### config.mk
export PLATFORM = sky130hd
export DESIGN_NAME = frame_crc32_append_core
export DESIGN_NICKNAME = d
export VERILOG_FILES = /design/src/rtl/fcrc_pkg.sv /design/src/rtl/frame_crc32_append_core.sv /design/src/rtl/fcrc_front.sv /design/src/rtl/fcrc_queue.sv /design/src/rtl/fcrc_back.sv
export SDC_FILE = /design/constraint.sdc
export NUM_CORES = 1
export LEC_CHECK = 0
export ABC_AREA = 0
export BUFFER_PORTS_ARGS = -buffer_cell sky130_fd_sc_hd__buf_2
export CAP_MARGIN = 5
export CORE_MARGIN = 4
export CORE_UTILIZATION = 60
export DETAILED_ROUTE_END_ITERATION = 8
export PLACE_DENSITY_LB_ADDON = 0.08
export SYNTH_ARGS = -nofsm -noshare
export SYNTH_HDL_FRONTEND = slang
export SYNTH_SLANG_ARGS = --single-unit
### constraint.sdc
create_clock -name clock -period 4.68 [get_ports clock]
set_input_delay 0.234 -clock clock [delete_from_list [all_inputs] [get_ports clock]]
set_output_delay 0.234 -clock clock [all_outputs]
set_load 0.05 [all_outputs]
### src/rtl/fcrc_pkg.sv
package fcrc_pkg;

   // CRC-32/MPEG-2 computed as bit-reversed bytes through the reflected update
   localparam logic [31:0] CRC_INIT = 32'hFFFF_FFFF;
   localparam logic [31:0] CRC_POLY = 32'hEDB8_8320;

   // Queue between front and back
   localparam int QUEUE_DEPTH = 4;
   localparam int QUEUE_AW    = $clog2(QUEUE_DEPTH);

   // One classified request: payload byte and, for a closing request, the final CRC
   typedef struct packed {
      logic [7:0]  data;
      logic        has_byte;
      logic        eof;
      logic [31:0] crc;
   } fcrc_entry_type;

   // Queue status seen by both sides
   typedef struct packed {
      logic full;
      logic nonempty;
   } fcrc_qstat_type;

   // Mirror the bit order of a byte
   function automatic logic [7:0] rev8(input logic [7:0] b);
      logic [7:0] r;
      for (int i = 0; i < 8; i++) begin
         r[i] = b[7-i];
      end
      return r;
   endfunction

   // One byte of the reflected table update, done bitwise
   function automatic logic [31:0] crc_fold(input logic [31:0] crc, input logic [7:0] b);
      logic [31:0] t;
      t = {24'h00_0000, crc[7:0] ^ b};
      for (int j = 0; j < 8; j++) begin
         t = t[0] ? ((t >> 1) ^ CRC_POLY) : (t >> 1);
      end
      return {8'h00, crc[31:8]} ^ t;
   endfunction

endpackage

### src/rtl/frame_crc32_append_core.sv
// Channel   Dir  tdata               tuser              tlast
// req_      in   [7:0] data_byte     [0] carries_byte   end_of_frame
// rsp_      out  [7:0] out_byte      [0] is_check_byte  frame_last
//
// Requests are taken at one per cycle while the 4-entry queue has room; the CRC
// update happens at acceptance, one table step per byte.
// Results leave one per cycle unless stalled: 1 for a payload byte, 4 more for a close.
// With an idle queue a result is written to a queue slot, then to the output register.
// Reset sets the CRC register to all ones and empties queue and output register.
// A stalled result stays registered; the front keeps accepting until the queue fills.
module frame_crc32_append_core
   import fcrc_pkg::*;
(
   input  logic       clock,
   input  logic       reset,
   input  logic       req_tvalid,
   output logic       req_tready,
   input  logic [7:0] req_tdata,   // [7:0] data_byte
   input  logic [0:0] req_tuser,   // [0] carries_byte
   input  logic       req_tlast,   // end_of_frame
   output logic       rsp_tvalid,
   input  logic       rsp_tready,
   output logic [7:0] rsp_tdata,   // [7:0] out_byte
   output logic [0:0] rsp_tuser,   // [0] is_check_byte
   output logic       rsp_tlast    // frame_last
);

   fcrc_qstat_type qstat;
   fcrc_entry_type push_entry;
   fcrc_entry_type head;
   logic           push;
   logic           pop;

   fcrc_front u_front (
      .clock      (clock),
      .reset      (reset),
      .req_tvalid (req_tvalid),
      .req_tready (req_tready),
      .req_tdata  (req_tdata),
      .req_tuser  (req_tuser),
      .req_tlast  (req_tlast),
      .qstat      (qstat),
      .push       (push),
      .push_entry (push_entry)
   );

   fcrc_queue u_queue (
      .clock      (clock),
      .reset      (reset),
      .push       (push),
      .push_entry (push_entry),
      .pop        (pop),
      .head       (head),
      .qstat      (qstat)
   );

   fcrc_back u_back (
      .clock      (clock),
      .reset      (reset),
      .head       (head),
      .qstat      (qstat),
      .pop        (pop),
      .rsp_tvalid (rsp_tvalid),
      .rsp_tready (rsp_tready),
      .rsp_tdata  (rsp_tdata),
      .rsp_tuser  (rsp_tuser),
      .rsp_tlast  (rsp_tlast)
   );

endmodule

### src/rtl/fcrc_front.sv
module fcrc_front
   import fcrc_pkg::*;
(
   input  logic           clock,
   input  logic           reset,
   input  logic           req_tvalid,
   output logic           req_tready,
   input  logic [7:0]     req_tdata,   // [7:0] data_byte
   input  logic [0:0]     req_tuser,   // [0] carries_byte
   input  logic           req_tlast,   // end_of_frame
   input  fcrc_qstat_type qstat,
   output logic           push,
   output fcrc_entry_type push_entry
);

   logic [31:0] crc_ff;
   logic [31:0] crc_in;
   logic [31:0] crc_next;
   logic        accept;

   assign req_tready = !qstat.full;
   assign accept     = req_tvalid && req_tready;

   // Fold the payload byte, bit-reversed
   always_comb begin
      crc_next = req_tuser[0] ? crc_fold(crc_ff, rev8(req_tdata)) : crc_ff;
   end

   // Empty requests are dropped here; the rest go to the queue
   assign push                = accept && (req_tuser[0] || req_tlast);
   assign push_entry.data     = req_tdata;
   assign push_entry.has_byte = req_tuser[0];
   assign push_entry.eof      = req_tlast;
   assign push_entry.crc      = crc_next;

   // Register restarts after a frame closes
   always_comb begin
      crc_in = crc_ff;
      if (accept) begin
         crc_in = req_tlast ? CRC_INIT : crc_next;
      end
   end

   always_ff @(posedge clock) begin
      if (reset) begin
         crc_ff <= CRC_INIT;
      end else begin
         crc_ff <= crc_in;
      end
   end

endmodule

### src/rtl/fcrc_queue.sv
module fcrc_queue
   import fcrc_pkg::*;
(
   input  logic           clock,
   input  logic           reset,
   input  logic           push,
   input  fcrc_entry_type push_entry,
   input  logic           pop,
   output fcrc_entry_type head,
   output fcrc_qstat_type qstat
);

   fcrc_entry_type        slot_ff [QUEUE_DEPTH];
   logic [QUEUE_AW-1:0]   wr_ptr_ff, wr_ptr_in;
   logic [QUEUE_AW-1:0]   rd_ptr_ff, rd_ptr_in;
   logic [QUEUE_AW:0]     count_ff,  count_in;

   assign qstat.full     = (count_ff == (QUEUE_AW+1)'(QUEUE_DEPTH));
   assign qstat.nonempty = (count_ff != '0);
   assign head           = slot_ff[rd_ptr_ff];

   // Pointer and fill bookkeeping
   always_comb begin
      wr_ptr_in = push ? wr_ptr_ff + 1'b1 : wr_ptr_ff;
      rd_ptr_in = pop  ? rd_ptr_ff + 1'b1 : rd_ptr_ff;
      count_in  = count_ff + (QUEUE_AW+1)'(push) - (QUEUE_AW+1)'(pop);
   end

   always_ff @(posedge clock) begin
      if (reset) begin
         wr_ptr_ff <= '0;
         rd_ptr_ff <= '0;
         count_ff  <= '0;
      end else begin
         wr_ptr_ff <= wr_ptr_in;
         rd_ptr_ff <= rd_ptr_in;
         count_ff  <= count_in;
      end
   end

   // Entry storage
   always_ff @(posedge clock) begin
      if (push) begin
         slot_ff[wr_ptr_ff] <= push_entry;
      end
   end

endmodule

### src/rtl/fcrc_back.sv
module fcrc_back
   import fcrc_pkg::*;
(
   input  logic           clock,
   input  logic           reset,
   input  fcrc_entry_type head,
   input  fcrc_qstat_type qstat,
   output logic           pop,
   output logic           rsp_tvalid,
   input  logic           rsp_tready,
   output logic [7:0]     rsp_tdata,   // [7:0] out_byte
   output logic [0:0]     rsp_tuser,   // [0] is_check_byte
   output logic           rsp_tlast    // frame_last
);

   // Result index within one entry: payload byte, then CRC bytes low first
   localparam logic [2:0] STEP_DATA = 3'd0;
   localparam logic [2:0] STEP_CRC0 = 3'd1;
   localparam logic [2:0] STEP_CRC1 = 3'd2;
   localparam logic [2:0] STEP_CRC2 = 3'd3;
   localparam logic [2:0] STEP_CRC3 = 3'd4;

   logic [2:0] step_ff, step_in;
   logic [2:0] step_now;
   logic       valid_ff, valid_in;
   logic [7:0] data_ff, data_in;
   logic       chk_ff, chk_in;
   logic       last_ff, last_in;
   logic       load;
   logic       final_step;

   assign rsp_tvalid   = valid_ff;
   assign rsp_tdata    = data_ff;
   assign rsp_tuser[0] = chk_ff;
   assign rsp_tlast    = last_ff;

   // Output register takes a new result when empty or being drained
   assign load = qstat.nonempty && (!valid_ff || rsp_tready);

   // Skip the payload slot for a CRC-only entry
   always_comb begin
      step_now = step_ff;
      if (step_ff == STEP_DATA && !head.has_byte) begin
         step_now = STEP_CRC0;
      end
   end

   assign final_step = (step_now == STEP_CRC3) || (step_now == STEP_DATA && !head.eof);
   assign pop        = load && final_step;

   // Select the result for this step
   always_comb begin
      data_in = data_ff;
      chk_in  = chk_ff;
      last_in = last_ff;
      if (load) begin
         chk_in  = (step_now != STEP_DATA);
         last_in = (step_now == STEP_CRC3);
         case (step_now)
            STEP_DATA: data_in = head.data;
            STEP_CRC0: data_in = rev8(head.crc[7:0]);
            STEP_CRC1: data_in = rev8(head.crc[15:8]);
            STEP_CRC2: data_in = rev8(head.crc[23:16]);
            STEP_CRC3: data_in = rev8(head.crc[31:24]);
            default:   data_in = head.data;
         endcase
      end
   end

   // Step and valid control
   always_comb begin
      step_in  = step_ff;
      valid_in = valid_ff;
      if (load) begin
         step_in  = final_step ? STEP_DATA : step_now + 3'd1;
         valid_in = 1'b1;
      end else if (rsp_tready) begin
         valid_in = 1'b0;
      end
   end

   always_ff @(posedge clock) begin
      if (reset) begin
         step_ff  <= STEP_DATA;
         valid_ff <= 1'b0;
      end else begin
         step_ff  <= step_in;
         valid_ff <= valid_in;
      end
   end

   always_ff @(posedge clock) begin
      data_ff <= data_in;
      chk_ff  <= chk_in;
      last_ff <= last_in;
   end

endmodule

==> flow_metrics.env <==
export IMPL_status="finished, final reports clean"
export IMPL_fin_ws_ns=1.661
export IMPL_synth_edff_count=178
export IMPL_nets=600
export IMPL_grt_pass1_vias=4969
export IMPL_synth_async_reset_ratio_pct=0
export IMPL_drc=0
export IMPL_post_route_period_util_pct=64.50
export IMPL_synth_cells=541
export IMPL_p_leak_nw=3.413
export IMPL_grt_total_usage_pct=21.79
export IMPL_clock_root_buffer="clkbuf_16"
export IMPL_dp_slack_ns=1.628
export IMPL_routed_wl_um=18580
export IMPL_synth_common_cells="178 x edfxtp_1, 45 x dfxtp_1, 45 x xnor2_1, 42 x mux4_2, 31 x mux2_2"
export IMPL_post_drt_wl_per_cell_um=23.20
export IMPL_grt_pass1_wl_um=29550
export IMPL_fillers=1048
export IMPL_critPathArrivalTime_ns=3.39
export IMPL_cap_violations=0
export IMPL_p_sw_share_pct=31.12
export IMPL_globalRouteOverflowTotal=0
export IMPL_period_minus_slack_ns=3.019
export IMPL_finalMaxSlewViolations=0
export IMPL_clock_latency_ns=0.51
export IMPL_holdWs_ns=0.02086
export IMPL_yosys_warnings=0
export IMPL_ys_seq_elements=223
export IMPL_worstSetupEndpointType="flop"
export IMPL_layoutNonFillerInstCount=801
export IMPL_num_vias=4788
export IMPL_rrSetupSlack_ns=1.66
export IMPL_initial_core_util_pct=61.67
export IMPL_grt_start_max_net_pins=42
export IMPL_htree_num_levels=1
export IMPL_dr_first_iter_drc_count=379
export IMPL_syn_area_sq_um=9444
export IMPL_die_area_sq_um=17810
export IMPL_die_width_um=133.5
export IMPL_reg2regPathDepth=12
export IMPL_cts_sinks=223
export IMPL_fmax_ghz=0.3313
export IMPL_fin_worst_skew_ns=0.01138
export IMPL_antennaDiodeCount=0
export IMPL_cp_max_fo=41
export IMPL_yosys_top_cells_area="edfxtp_1 57%, mux4_2 10%, dfxtp_1 9.5%"
export IMPL_setup_viol_count_final=0
export IMPL_criticalPathCategory="flop to flop"
export IMPL_cts_tree="built"
export IMPL_syn2layout_area_growth_pct=11.49
export IMPL_min_path_cells=1
export IMPL_dr_pass1_iters=5
export IMPL_totalPowerFinal_mw=6.237
export IMPL_dpl_cell_area_sq_um=9791
export IMPL_drive_gt1_share_pct=27.80
export IMPL_io_pins=26
export IMPL_yosysTopAreaCell="edfxtp_1"
export IMPL_cp_start_kind="flop"
export IMPL_peakVddDrop_mv=0.3295
export IMPL_synthDistinctLibCells=36
export IMPL_hp_start="req_tdata[2]"
export IMPL_min_path_type="input pin to flop"
export IMPL_crit_required_ns=5.06
export IMPL_viasPerCell=5.978
export IMPL_final_util_pct=68.75
export IMPL_synth_avg_cell_area_sq_um=17.46
export IMPL_final_area_sq_um=10530
export IMPL_dieHeight_um=133.5
export IMPL_synth_most_common_cell="edfxtp_1"
export IMPL_worst_pin_slew_ns=1.011
export IMPL_core_sq_um=15310
export IMPL_clk_pin_slew_ns=0.06
export IMPL_hpwl_um=11880
export IMPL_p_switching_mw=1.941
export IMPL_port_buffers=25
export IMPL_p_comb_share_pct=29.5
export IMPL_p_seq_share_pct=42.3
export IMPL_power_density_nw_per_um2=592.4
export IMPL_timing_hold_violations_final=0
export IMPL_synth_top_area_share_pct=56.60
export IMPL_slew_headroom_pct=32.48
export IMPL_rows=45
export IMPL_placedCellCount=759
export IMPL_postRouteAntennaNets=0
export IMPL_r2r_end="u_queue.count_ff[2]"
export IMPL_min_to="u_queue.slot_ff[3][36]"
export IMPL_ys_flop_type="edfxtp_1"
export IMPL_synth_nets=567
export IMPL_setup_tns_ns=0
export IMPL_rsz0062_at_grt="false"
export IMPL_seq_area_frac_synth_pct=66.14
export IMPL_place_gp_congestion=0.7721
export IMPL_p_int_mw=4.296
export IMPL_cts_buffer_depth=3
export IMPL_cts_made_buffers=23
export IMPL_pwr_share_clk_pct=28.2
export IMPL_grt_antenna_before_repair=0
==> per-layer routing <==
layer / vias up / part of all wire (%) / GRT usage, %
met3: 25 / 6.1 / 3.965
met4: 0 / 1.9 / 4.971
met1: 2470 / 44 / 31.02
li1: 2160 / - / -
met5: - / 0 / 0
met2: 133 / 48 / 35.75
==> critical path: stages, from the launching register on <==
cell and delay, ns:
dfxtp_2 0.33, buf_4 0.52, mux4_2 0.42, a21o_1 0.20, nor2_1 0.16, ha_1 0.26, inv_1 0.05, ha_1 0.13
inv_1 0.05, fa_1 0.39, xor2_1 0.18, xnor2_1 0.14, nor2_1 0.06
==> kinds of logic after synthesis <==
family,synth area share (%)
XOR/XNOR,8.757
flip-flops,66.14
AO/OA/AOI/OAI,5.286
multiplexers,13.82
buffers and inverters,1.603
adder cells (fa/ha/maj),1.669
AND/OR/NAND/NOR,2.729
==> how the worst max path moves through the flow <==
| stage | start | endpoint | cells past startpoint |
|---|---|---|---|
| global route | flop | u_back.rsp_tdata[7] | 7 |
| finish | flop | u_queue.count_ff[2] | 12 |
| floorplan | flop | u_queue.count_ff[2] | 17 |
| global placement | flop | u_queue.count_ff[2] | 12 |
| detailed placement | flop | u_queue.count_ff[2] | 12 |
| CTS | flop | u_queue.count_ff[2] | 12 |
==> repair_timing <==
action | CTS | global route
setup endpoints to repair | 0 | 0
hold buffers | 1 | 0
gates resized for setup | 0 | 0
hold endpoints to repair | 1 | 0
setup buffers | 0 | 0
==> registers in the layout, summed over array words and instances, names as in the netlist, named ones only <==
register,cells
u_back.step_ff,3
u_back.rsp_tlast,1
u_back.rsp_tvalid,1
u_front.crc_ff,32
u_back.rsp_tuser,1
u_queue.rd_ptr_ff,2
u_queue.wr_ptr_ff,2
u_queue.count_ff,3
u_back.rsp_tdata,8
u_queue.slot_ff,168
==> power groups by stage <==
stage	combinational, mW	clock, mW	sequential [mW]
after floorplan	1.24	0	2.83
after global placement	1.80	0	2.67
after detailed placement	1.85	0	2.68
after CTS	1.86	1.79	2.64
after global routing	2.00	1.88	2.66
final	1.84	1.76	2.64
==> layout by cell type, fill, tap and decap left out, drive strengths merged, types with 8 or more instances in the layout <==
| cell type | instances |
|---|---|
| buf | 33 |
| clkinv | 10 |
| inv | 11 |
| dfxtp | 45 |
| ha | 11 |
| xor2 | 17 |
| nand2 | 15 |
| o22a | 27 |
| edfxtp | 178 |
| mux2 | 31 |
| mux4 | 42 |
| clkbuf | 28 |
| xnor2 | 58 |
| o21ai | 8 |
| a22o | 8 |
| nor2 | 15 |
| a221oi | 8 |
==> final cells by class <==
type / instances / area (sq um) / share of cell area [%]
Clock inverter: 13 / 113.9 / 1.081
Timing Repair Buffer: 34 / 195.2 / 1.854
Clock buffer: 28 / 614.3 / 5.835
Sequential cell: 223 / 6248 / 59.35
Multi-Input combinational cell: 281 / 3052 / 28.98
Tap cell: 211 / 264.0 / 2.507
Inverter: 11 / 41.29 / 0.3922
No activity file was read; power rests on OpenSTA's default activity.
